$ cat src/hdl/kpat_pkg.sv
// ----------------------------------------------------------------------------
// kpat_pkg: shared types and constants of the keyed pre-aggregation table
// Holds the beat payload structs, the command, kind and status codes and
// the table and queue geometry used by the front queue and the table engine.
// ----------------------------------------------------------------------------
package kpat_pkg;

  localparam int TABLE_DEPTH = 32;
  localparam int IDX_W       = (TABLE_DEPTH > 1) ? $clog2(TABLE_DEPTH) : 1;
  localparam int CNT_W       = $clog2(TABLE_DEPTH + 1);

  localparam int QUEUE_DEPTH = 2;
  localparam int QPTR_W      = (QUEUE_DEPTH > 1) ? $clog2(QUEUE_DEPTH) : 1;
  localparam int QCNT_W      = $clog2(QUEUE_DEPTH + 1);

  localparam logic CMD_ADD   = 1'b0;
  localparam logic CMD_DRAIN = 1'b1;

  localparam logic [3:0] KIND_SUM = 4'd1;
  localparam logic [3:0] KIND_MIN = 4'd2;
  localparam logic [3:0] KIND_MAX = 4'd3;

  localparam logic [2:0] ST_APPENDED   = 3'd0;
  localparam logic [2:0] ST_AGGREGATED = 3'd1;
  localparam logic [2:0] ST_FULL       = 3'd2;
  localparam logic [2:0] ST_DRAINED    = 3'd3;
  localparam logic [2:0] ST_EMPTY      = 3'd4;

  typedef struct packed {
    logic               command;
    logic [31:0]        path_key;
    logic signed [63:0] sample_value;
    logic [3:0]         aggregation_kind;
    logic [47:0]        time_stamp;
  } kpat_in_t;

  typedef struct packed {
    logic [2:0]         status;
    logic [31:0]        out_key;
    logic signed [63:0] out_value;
    logic [3:0]         out_kind;
    logic [47:0]        out_time;
    logic               last;
  } kpat_out_t;

  // Queued item with the classification made by the front part.
  typedef struct packed {
    kpat_in_t item;
    logic     is_drain;
    logic     folds;
  } kpat_cmd_t;

  typedef struct packed {
    logic [31:0]        key;
    logic signed [63:0] value;
    logic [3:0]         kind;
    logic [47:0]        time_v;
  } kpat_entry_t;

endpackage

$ cat src/hdl/kpat_front.sv
// ----------------------------------------------------------------------------
// kpat_front: input acceptance, classification and command queue
// Accepts input beats, tags drains and folding kinds, and holds them in a
// short queue so the table engine can stall without blocking the sender.
// ----------------------------------------------------------------------------
module kpat_front (
  input  logic                clk_i,
  input  logic                rst_ni,
  input  logic                in_valid_i,
  output logic                in_ready_o,
  input  kpat_pkg::kpat_in_t  in_data_i,
  output logic                q_valid_o,
  output kpat_pkg::kpat_cmd_t q_item_o,
  input  logic                q_pop_i
);
  import kpat_pkg::*;

  kpat_cmd_t          slot_q [QUEUE_DEPTH];
  logic [QPTR_W-1:0]  wr_ptr_q, wr_ptr_d;
  logic [QPTR_W-1:0]  rd_ptr_q, rd_ptr_d;
  logic [QCNT_W-1:0]  fill_q, fill_d;
  logic               push, pop;
  kpat_cmd_t          cls;

  assign in_ready_o = (fill_q != QCNT_W'(QUEUE_DEPTH));
  assign q_valid_o  = (fill_q != '0);
  assign q_item_o   = slot_q[rd_ptr_q];

  assign push = in_valid_i && in_ready_o;
  assign pop  = q_pop_i && q_valid_o;

  always_comb begin
    cls.item     = in_data_i;
    cls.is_drain = (in_data_i.command == CMD_DRAIN);
    cls.folds    = (in_data_i.aggregation_kind == KIND_SUM) ||
                   (in_data_i.aggregation_kind == KIND_MIN) ||
                   (in_data_i.aggregation_kind == KIND_MAX);
  end

  always_comb begin
    wr_ptr_d = wr_ptr_q;
    rd_ptr_d = rd_ptr_q;
    fill_d   = fill_q;
    if (push) begin
      wr_ptr_d = (wr_ptr_q == QPTR_W'(QUEUE_DEPTH - 1)) ? '0 : wr_ptr_q + QPTR_W'(1);
    end
    if (pop) begin
      rd_ptr_d = (rd_ptr_q == QPTR_W'(QUEUE_DEPTH - 1)) ? '0 : rd_ptr_q + QPTR_W'(1);
    end
    if (push && !pop) begin
      fill_d = fill_q + QCNT_W'(1);
    end else if (pop && !push) begin
      fill_d = fill_q - QCNT_W'(1);
    end
  end

  always_ff @(posedge clk_i or negedge rst_ni) begin
    if (!rst_ni) begin
      wr_ptr_q <= '0;
      rd_ptr_q <= '0;
      fill_q   <= '0;
    end else begin
      wr_ptr_q <= wr_ptr_d;
      rd_ptr_q <= rd_ptr_d;
      fill_q   <= fill_d;
    end
  end

  always_ff @(posedge clk_i) begin
    if (push) begin
      slot_q[wr_ptr_q] <= cls;
    end
  end

endmodule

$ cat config.mk
export PLATFORM = sky130hd
export DESIGN_NAME = kpat_front
export DESIGN_NICKNAME = d
export VERILOG_FILES = /design/src/hdl/kpat_pkg.sv /design/src/hdl/kpat_front.sv
export SDC_FILE = /design/constraint.sdc
export NUM_CORES = 1
export LEC_CHECK = 0
export BUFFER_PORTS_ARGS = -buffer_cell sky130_fd_sc_hd__buf_2
export CAP_MARGIN = 20
export CORE_MARGIN = 2
export CORE_UTILIZATION = 56
export DETAILED_ROUTE_END_ITERATION = 7
export PLACE_DENSITY_LB_ADDON = 0.25
export SYNTH_ARGS = -nofsm -noshare
export SYNTH_HDL_FRONTEND = slang
export SYNTH_SLANG_ARGS = --single-unit
$ cat constraint.sdc
create_clock -name clk_i -period 23.2 [get_ports clk_i]
set_input_delay 1.16 -clock clk_i [delete_from_list [all_inputs] [get_ports clk_i]]
set_output_delay 1.16 -clock clk_i [all_outputs]
set_load 0.05 [all_outputs]
After elaboration in Yosys (flattened, before gate mapping)
Memories as Yosys holds them, arrays and structs flattened. Index checks and enable logic that the tools add are counted.

Bits in registers: 4. Word-level logic and storage cells: 28. Output and inout port bits: 153. RAM bits: 302. Memories: 1. Bits of input ports: 153.

Memory list: slot_q (words 2, bits a word 151, rd ports 1, clocked after memory_dff 0, wr ports 1, line kpat_front.sv:18) `kpat_cmd_t slot_q [QUEUE_DEPTH];`.

Equal/unequal tests: 4. Add/subtract/negate cells: 4. Reduce and logical (&&, ||, !) cells: 10. Mux-type cells: 6.

Operator list (number): 4-bit by 2-bit == test with 1-bit output, second input constant (2); 4-bit by 1-bit == test with 1-bit output, second input constant (1); 1-bit logical AND (4); 1-bit two-way mux (4); 2-bit two-way mux (2); 2-bit nonzero test (2); 1-bit adder, second input constant (2); 2-bit by 1-bit adder with 2-bit output, second input constant (1); 1-bit zero test (2); 1-bit logical OR (2); 2-bit != test, second input constant (1); 2-bit by 1-bit subtractor with 2-bit output, second input constant (1).

Depth between registers and ports, before layout
Gate-level depths: netlist of run 1.

Depth after elaboration: 6. Mapped depth: 7. Mapped depth without buffers: 7.

Worst setup path after synthesis of run 1
Ideal clock, no wire load.

Path type: input to register. Start point: input in_valid_i. End point: memory slot_q[0][0] (netlist bit) (enable). Setup time: 0.662 ns. Data arrival time: 7.501 ns. Required time: 22.538 ns. Path buffers: 0. Setup slack: 15.037 ns. Stages: 2. Cells stage by stage: nand2_1 nor2_1.

Cells in the longest elaborated chain, start to end: 3.

RTL lines: start, declared (line kpat_front.sv:9) `input logic in_valid_i,`; 1-bit logical AND (line kpat_front.sv:29) `assign push = in_valid_i && in_ready_o;`; 1-bit two-way mux (line kpat_front.sv:70) `if (push) begin`; 1-bit two-way mux (implied by the code) (line kpat_front.sv:71) `slot_q[wr_ptr_q] <= cls;`; end, declared (line kpat_front.sv:18).

No other way between the ends.

==> results.yml, run 1 <==
power_and_ir_drop:
  power.leakage_nw: 5.60
  power.total_mw: 2.22
  power.density_nw_per_um2: 156
  ir_worst_vdd_mv: 0.117
placement:
  place_worst_setup_slack_ns: 19.25
  place_congestion: 0.749
  dp_hpwl_mm: 14.0
  port_buffers: 305
  place_area_um2: 13200
routing:
  remaining_drc_errors: 0
  drt_first_pass_iters: 4
  antenna_left: 0
  vias: 5696
  dr.first_iter.drc_count: 330
  drt-vias-per-instance: 5.13
  routedWlPerCell_um: 19.1
  postRouteWirelength_mm: 21.2
synthesis:
  yosysUniqueCellTypes: 17
  synth_fa_ha_area_share_pct: 0.110
  syn_nets: 642
  synth.area.top_cells: "edfxtp_1 (79%), mux2_4 (12%), mux2_2 (5.9%), buf_6 (1.1%), dfrtp_1 (0.88%)"
  syn_area_um2: 11400
  synth_largest_area_cell: "edfxtp_1"
  synth-seq-cells: 304
  synth_xor_area_share_pct: 0.384
  syn_avg_cell_area_um2: 23.4
  synth_compound_area_share_pct: 0
  synth_most_common_cell: "edfxtp_1"
  synthArstFlopShare_pct: 1.32
  synth_top_family_by_area: "multiplexers"
  synthSimpleGateAreaFrac_pct: 0.373
  synth_edf_count: 300
  synth_cells: 488
  synth_common_cells: "edfxtp_1 (300), mux2_4 (90), mux2_2 (60)"
  muxShareOfSynthArea_pct: 17.8
  synth_ff_type: "edfxtp_1"
  ys_seq_area_share_pct: 79.9
  synth_top_area_share_pct: 79.0
  yosysWarnings: 0
worst_setup_path:
  reg2reg_from: "fill_q[0]$_DFFE_PN0P_"
  required_ns: 22.04
  criticalPathCategory: "reg -> out"
  setup.worst_path.start: "rd_ptr_q$_DFFE_PN0P_"
  cp-endpoint: "q_item_o[144]"
  reg2reg_to: "slot_q[0][69]$_DFFE_PP_"
  worst-r2r-setup-slack_ns: 19.92
  cp_max_fo: 61
  crit_path_start_kind: "flop"
  cp_slowest_cell: "buf_4"
  endpoint_kind: "primary output"
  crit_path_cell_trace: "buf_4, mux2_2, buf_2"
  critPathArrivalTime_ns: 2.83
  max_stage_delay_ns: 0.86
  reg2regPathDepth: 5
global_route:
  grtUsageTotal_pct: 19.1
  grt_pass1_vias: 5885
  grt_pass1_wl_mm: 31.6
  antenna_found_initial: 5
  overflow: 0
  grt_start_max_net_pins: 84
timing:
  finalWorstSetupSlack_ns: 19.21
  worstMarginPinSlew_ns: 1.03
  final.min_clock_period_ns: 3.99
  setup_violations: 0
  slew_headroom_pct: 31.2
  rsz0062_at_grt: "no"
  final.period_utilization_pct: 17.2
  hold_violations: 0
  fmax_mhz: 250
  fin_worst_skew_ns: 0.0143
  tns_ns: 0
  final_max_slew_viol_count: 0
layout:
  drive_gt1_share_pct: 60.9
  nets: 967
  final_area_um2: 14200
  area_growth_syn_to_layout_pct: 24.9
flow_run:
  drv_cap: 0
cts:
  htreeDepth: 1
  cts_hold_buffers: 0
  tritoncts: "done"
  cts.sinks: 304
  clk_latency_ns: 0.54
  ctsResizeCount: 0
  numCtsBuffers: 30
  cts_buffer_depth: 3
  clk_pin_slew_worst_paths_ns: 0.06
  cts_root_buffer: "clkbuf_16"
  postCtsSetupRepairBufs: 0
die:
  io_pins: 306
  num_rows: 52
  die_y_um: 147
  initial_core_util_pct: 56.7
  dieArea_um2: 21500
  fp.dieW_um: 147
  core_um2: 20100
worst_hold_path:
  hold_class: "in -> async"
status:
  status: "completed"
[power by group]
part / total [mW] / internal [mW] / switching (mW)
clock network: 0.501 / 0.310 / 0.192
logic: 0.920 / 0.273 / 0.648
registers: 0.794 / 0.752 / 0.0419
[flip-flops by register name, summed over array words and instances, names as in the netlist]
| signal | count |
|---|---|
| rd_ptr_q | 1 |
| fill_q | 2 |
| slot_q | 300 |
| wr_ptr_q | 1 |
[worst max-delay path: cells and delay by family, from the launching register on]
family | cells | cell delay (ns)
buf+inv | 2 | 1.07
mux | 1 | 0.43
flops | 1 | 0.74
[routing by layer]
| layer | vias to the layer above | track usage [%] | wire length, um |
|---|---|---|---|
| li1 | 2598 | - | - |
| met1 | 2788 | 23.2 | 8010 |
| met2 | 257 | 32.3 | 10600 |
| met3 | 49 | 6.41 | 1960 |
| met4 | 4 | 6.55 | 616 |
| met5 | - | 0 | 22 |
[through the flow]
step                hold WS (ns)  instances  utilization, %
CTS                        0.393       1106            70.6
global placement           0.471       1050            65.4
floorplan                  0.456        488               -
finish                     0.424       1111            70.8
detailed placement         0.514       1050            65.4
global route               0.397       1109            70.8
[kinds of logic after synthesis]
family,after synthesis
xor+xnor,5
fa+ha+maj,1
buf+inv,19
flops,304
mux,150
simple gates,9
[worst min-delay path by stage]
stage                             to  cells past startpoint  slack (ns)             startpoint
6_report        wr_ptr_q$_DFFE_PN0P_                      1        0.42                 rst_ni
5_1_grt        fill_q[0]$_DFFE_PN0P_                      1        0.40                 rst_ni
4_1_cts         wr_ptr_q$_DFFE_PN0P_                      1        0.39                 rst_ni
3_5_place_dp   fill_q[1]$_DFFE_PN0P_                      1        0.51  fill_q[1]$_DFFE_PN0P_
3_3_place_gp   fill_q[1]$_DFFE_PN0P_                      1        0.47  fill_q[1]$_DFFE_PN0P_
2_1_floorplan  fill_q[1]$_DFFE_PN0P_                      1        0.46  fill_q[1]$_DFFE_PN0P_
[layout by cell type (no fill, tap or decap), types with 4 or more instances in the layout]
master,synthesis,routed
diode_2,0,4
bufinv_16,0,6
clkinv_2,0,5
edfxtp_1,300,300
mux2_2,60,60
clkbuf_16,0,31
clkbuf_1,0,4
buf_4,1,5
mux2_4,90,90
buf_2,6,305
clkinv_1,0,7
[area by class of cell]
| class | count | area [um^2] |
|---|---|---|
| clock inverter | 21 | 255 |
| clock buffer | 35 | 791 |
| multi-input combinational | 165 | 2140 |
| tap | 270 | 338 |
| timing repair buffer | 311 | 1590 |
| inverter | 1 | 3.75 |
| antenna | 4 | 10.0 |
| fill | 1284 | 5860 |
| sequential | 304 | 9110 |
(Power assumes the default switching activity.)
==> run 2, diff against run 1 <==
--- a/config.mk
+++ b/config.mk
@@ -8,7 +8,7 @@
 export BUFFER_PORTS_ARGS = -buffer_cell sky130_fd_sc_hd__buf_2
 export CAP_MARGIN = 20
 export CORE_MARGIN = 2
-export CORE_UTILIZATION = 56
+export CORE_UTILIZATION = 47
 export DETAILED_ROUTE_END_ITERATION = 7
 export PLACE_DENSITY_LB_ADDON = 0.25
 export SYNTH_ARGS = -nofsm -noshare
==> constraint.sdc (replaced) <==
create_clock -name clk_i -period 3.4 [get_ports clk_i]
set_input_delay 0.17 -clock clk_i [delete_from_list [all_inputs] [get_ports clk_i]]
set_output_delay 0.17 -clock clk_i [all_outputs]
set_load 0.05 [all_outputs]
==> run 2 against run 1 <==
Wire length grew 13%; critical path depth unchanged; sequential cell count is the same; clock power rose to 6.0 times the previous value; cell count rose by 18%; sequential share of layout area fell by 6.2 points; global-route usage decreased by 0.79 points; power grew to 6.8 times the previous value; count of clock-buffer cells in the layout up 10; hold slack got worse by 0.073 ns; critical path type unchanged.
==> results.yml, run 2 (synthesis results as in run 1) <==
timing:
  final.period_utilization_pct: 77.2
  fmax_mhz: 381
  worstMarginPinSlew_ns: 0.711
  hold_violations: 0
  final.min_clock_period_ns: 2.62
  slew_headroom_pct: 52.6
  rsz0062_at_grt: "no"
  final_max_slew_viol_count: 0
  tns_ns: 0
  fin_worst_skew_ns: 0.00625
  timing.hold.ws_ns: 0.351
  setup_violations: 0
cts:
  tritoncts: "done"
  cts_root_buffer: "clkbuf_16"
  cts.sinks: 304
  cts_buffer_depth: 3
  numCtsBuffers: 31
  clk_latency_ns: 0.55
  postCtsSetupRepairBufs: 0
  clk_pin_slew_worst_paths_ns: 0.06
  htreeDepth: 1
worst_setup_path:
  criticalPathCategory: "reg -> out"
  reg2regPathDepth: 4
  required_ns: 3.23
  cp_max_fo: 45
  critPathArrivalTime_ns: 2.45
  worst-r2r-setup-slack_ns: 1.36
  crit_path_start_kind: "flop"
  endpoint_kind: "primary output"
status:
  status: "completed"
routing:
  routedWlPerCell_um: 18.3
  drt_first_pass_iters: 4
  remaining_drc_errors: 0
  vias: 6310
  drt-vias-per-instance: 4.80
  postRouteWirelength_mm: 24.0
  dr.first_iter.drc_count: 332
  antenna_left: 0
power_and_ir_drop:
  p_int_mw: 8.86
  power.share.clock_pct: 20.2
  power.density_nw_per_um2: 950
  pwr-share-comb_pct: 43.4
  ir_worst_vdd_mv: 0.804
  power.total_mw: 15.0
  pwr-share-seq_pct: 36.4
  power.leakage_nw: 6.21
  switchingPower_mw: 6.11
  p_sw_share_pct: 40.8
die:
  num_rows: 56
  core_um2: 23600
  die_y_um: 160
  fp.dieW_um: 160
  dieArea_um2: 25500
  initial_core_util_pct: 48.3
  io_pins: 306
global_route:
  grt_start_max_net_pins: 77
  grt_pass1_wl_mm: 36.7
  overflow: 0
  grtUsageTotal_pct: 18.3
  grt_pass1_vias: 6935
  antenna_found_initial: 2
layout:
  area_growth_syn_to_layout_pct: 38.3
  final_cells: 1314
  final_common_cell: "buf_2"
  largest_register_ffs: 300
  nets: 1124
  reg_top3: "slot_q: 300 flops, fill_q: 2 flops"
  layout_common_cells: "buf_2 (305), edfxtp_1 (300), dlygate4sd3_1 (153)"
  regMostFlops: "slot_q"
  drive_gt1_share_pct: 51.2
worst_hold_path:
  hold_class: "in -> reg"
  holdPathStages: 2
placement:
  dpl.cell_count: 1103
  port_buffers: 305
  place_congestion: 0.770
  dp_hpwl_mm: 14.8
flow_run:
  drv_cap: 0
run 2: cell types whose count changed in the layout (fill, tap and decap cells not counted), sizes merged:
| cell | previous run | this run |
|---|---|---|
| diode | 4 | 1 |
| inv | 2 | 1 |
| clkbuf | 35 | 45 |
| buf | 311 | 314 |
| dlygate4sd3 | 0 | 153 |
| clkinv | 12 | 10 |
| bufinv | 6 | 0 |
run 2: layout make-up:
type	instances	area [um^2]
Multi-Input combinational cell	165	2150
Clock buffer	45	848
Fill cell	1581	7850
Tap cell	319	399
Antenna cell	1	2.50
Sequential cell	304	9110
Inverter	1	3.75
Timing Repair Buffer	467	3190
Clock inverter	12	57.6
run 2: critical path, stage by stage, from the launching register on:
cell     delay, ns
dfrtp_4       0.88
buf_12        0.36
mux2_2        0.39
buf_2         0.22
run 2: layer usage:
metal	routed length [um]	part of all wire [%]	track usage, %
met3	1920	8.0	5.48
met4	691	2.9	5.66
met2	12100	51	32.8
met1	9250	39	21.2
met5	14	0.058	0
run 2: path summary, 6_finish.rpt:
path / startpoint / endpoint
max: rd_ptr_q$_DFFE_PN0P_ / q_item_o[116]
min: in_data_i[122] / slot_q[1][124]$_DFFE_PP_
max reg2reg: fill_q[0]$_DFFE_PN0P_ / slot_q[0][12]$_DFFE_PP_
min reg2reg: fill_q[0]$_DFFE_PN0P_ / fill_q[0]$_DFFE_PN0P_
max in group asynchronous: rst_ni / rd_ptr_q$_DFFE_PN0P_
min in group asynchronous: rst_ni / fill_q[0]$_DFFE_PN0P_
run 2: what timing repair did:
item                                   in CTS  in global routing
gates resized for setup                     0                  0
endpoints found under the hold margin     306                  0
hold buffers                              153                  0
run 2: power by group through the flow:
stage / logic, mW / clock network (mW) / registers, mW
after floorplan: 5.27 / 0 / 5.40
after global placement: 6.32 / 0 / 5.48
after detailed placement: 6.38 / 0 / 5.53
after CTS: 6.54 / 3.09 / 5.46
after global routing: 6.76 / 3.23 / 5.53
final: 6.49 / 3.03 / 5.45
run 2: through the flow:
step           setup WS (ns)  util [%]  cell area, um^2
3_5_place_dp            1.33      56.4            13300
2_1_floorplan         0.0317         -            11400
6_report               0.775      66.8            15800
3_3_place_gp            1.37      56.4            13300
4_1_cts                0.746      66.8            15800
5_1_grt                0.678      66.8            15800
==> run 3, diff against run 2 <==
--- a/config.mk
+++ b/config.mk
@@ -8,7 +8,7 @@
 export BUFFER_PORTS_ARGS = -buffer_cell sky130_fd_sc_hd__buf_2
 export CAP_MARGIN = 20
 export CORE_MARGIN = 2
-export CORE_UTILIZATION = 47
+export CORE_UTILIZATION = 52
 export DETAILED_ROUTE_END_ITERATION = 7
 export PLACE_DENSITY_LB_ADDON = 0.25
 export SYNTH_ARGS = -nofsm -noshare
==> constraint.sdc (replaced) <==
create_clock -name clk_i -period 2.63 [get_ports clk_i]
set_input_delay 0.1315 -clock clk_i [delete_from_list [all_inputs] [get_ports clk_i]]
set_output_delay 0.1315 -clock clk_i [all_outputs]
set_load 0.05 [all_outputs]
==> run 3 against run 2 <==
Wire length fell by 2.9%; first-iteration DRC count decreased by 9.9%; critical path type unchanged; cell count decreased by 2.9%; global-route usage rose by 1.1 points; combinational power up 32%; non-clock buffer count is 6 higher; worst setup slack worse by 0.48 ns; via count fell by 0.82%.
==> results.yml, run 3 (synthesis results as in run 1) <==
layout:
  antenna_cells: 0
  regMostFlops: "slot_q"
  drive_gt1_share_pct: 51.6
  nets: 1130
  layout_common_cells: "buf_2 (305), edfxtp_1 (300), dlygate4sd3_1 (153)"
  final_common_cell: "buf_2"
  final_area_um2: 15800
  reg_top3: "slot_q: 300 flops, fill_q: 2 flops"
  area_growth_syn_to_layout_pct: 38.5
  finish.utilization_pct: 72.8
  largest_register_ffs: 300
  filler_cell_count: 1333
worst_setup_path:
  cp_max_fo: 44
  criticalPathCategory: "reg -> out"
  crit_path_start_kind: "flop"
  critPathArrivalTime_ns: 2.20
  endpoint_kind: "primary output"
  required_ns: 2.50
timing:
  setup_violations: 0
  slew_headroom_pct: 66.1
  final.min_clock_period_ns: 2.33
  final.period_utilization_pct: 88.6
  hold_violations: 0
  fmax_mhz: 429
  final_max_slew_viol_count: 0
  rsz0062_at_grt: "no"
  worstMarginPinSlew_ns: 0.508
  finalWorstSetupSlack_ns: 0.300
  fin_worst_skew_ns: 0.0217
cts:
  cts_buffer_depth: 3
  clk_latency_ns: 0.54
  cts.sinks: 304
  tritoncts: "done"
  clk_pin_slew_worst_paths_ns: 0.06
  htreeDepth: 1
  postCtsSetupRepairBufs: 0
  ctsResizeCount: 0
  cts_hold_buffers: 153
  numCtsBuffers: 31
  cts_root_buffer: "clkbuf_16"
global_route:
  grt_pass1_wl_mm: 35.4
  overflow: 0
  grt_pass1_vias: 6676
  grt_start_max_net_pins: 78
  grtUsageTotal_pct: 19.4
  antenna_found_initial: 0
routing:
  wl_met2_mm: 12.1
  dr.first_iter.drc_count: 299
  wl_met1_mm: 9.08
  drt_first_pass_iters: 4
  route.met3.wl_mm: 1.71
  drt-vias-per-instance: 4.90
  remaining_drc_errors: 0
  maxUsedRoutingLayer: "met4"
  routedWlPerCell_um: 18.3
  postRouteWirelength_mm: 23.3
  vias: 6258
  antenna_left: 0
placement:
  port_buffers: 305
  place_congestion: 0.754
  place_area_um2: 13400
  dp_hpwl_mm: 14.7
  place_worst_setup_slack_ns: 0.822
power_and_ir_drop:
  p_sw_share_pct: 40.4
  power.density_nw_per_um2: 1230
  ir_worst_vdd_mv: 0.915
  pwr-share-seq_pct: 36.0
  p_int_mw: 11.6
  power.leakage_nw: 6.24
  switchingPower_mw: 7.83
  pwr-share-comb_pct: 44.0
  power.share.clock_pct: 19.9
die:
  io_pins: 306
  fp.dieW_um: 152
  die_y_um: 152
  initial_core_util_pct: 52.6
  core_um2: 21700
  num_rows: 54
  dieArea_um2: 23100
flow_run:
  drv_cap: 0
status:
  status: "completed"
worst_hold_path:
  hold_class: "in -> reg"
run 3: cell types whose count changed in the layout (fill, tap and decap cells not counted), sizes merged:
cell    previous run  this run
buf              314       320
clkbuf            45        41
bufinv             0         1
clkinv            10         9
diode              1         0
run 3: per-layer routing:
layer / GRT usage (%) / vias up
li1: - / 2918
met1: 23.1 / 3046
met2: 34.7 / 256
met3: 5.28 / 38
met4: 5.56 / 0
met5: 0 / -
run 3: through the flow:
step	hold WS, ns	power (mW)	TNS [ns]	cells
2_1_floorplan	-0.164	13.8	-163.89	488
3_3_place_gp	-0.0600	15.3	0	1070
3_5_place_dp	-0.0518	15.5	0	1070
4_1_cts	0.295	19.5	0	1276
5_1_grt	0.301	20.1	0	1276
6_report	0.316	19.4	0	1276
run 3: power by group through the flow:
stage          Sequential (mW)  Combinational [mW]  Clock [mW]
2_1_floorplan             6.98                6.81           0
3_3_place_gp              7.01                8.30           0
3_5_place_dp              7.09                8.37           0
4_1_cts                   6.99                8.58        3.94
5_1_grt                   7.07                8.87        4.17
6_report                  6.99                8.54        3.86
run 3: worst max-delay path, cell delays in order (launching register included):
cell and delay, ns:
dfrtp_4 0.70, buf_12 0.36, mux2_4 0.36, buf_2 0.22
run 3: layout make-up:
type                            instances  area [um^2]  share of cell area [%]
Sequential cell                       304         9110                    57.7
Inverter                                1         3.75                  0.0238
Timing Repair Buffer                  473         3270                    20.7
Multi-Input combinational cell        165         2150                    13.6
Clock inverter                         12         83.8                   0.531
Tap cell                              280          350                    2.22
Clock buffer                           41          813                    5.15
run 3: path summary, 6_finish.rpt:
| kind | slack [ns] | endpoint | start | depth (start not counted) |
|---|---|---|---|---|
| min in group asynchronous | 0.53 | fill_q[0]$_DFFE_PN0P_ | rst_ni | 3 |
| max | 0.30 | q_item_o[17] | rd_ptr_q$_DFFE_PN0P_ | 3 |
| min | 0.32 | slot_q[1][80]$_DFFE_PP_ | in_data_i[78] | 2 |
| min reg2reg | 0.55 | fill_q[0]$_DFFE_PN0P_ | fill_q[0]$_DFFE_PN0P_ | 1 |
| max in group asynchronous | 1.90 | rd_ptr_q$_DFFE_PN0P_ | rst_ni | 3 |
| max reg2reg | 0.88 | slot_q[1][128]$_DFFE_PP_ | fill_q[0]$_DFFE_PN0P_ | 3 |
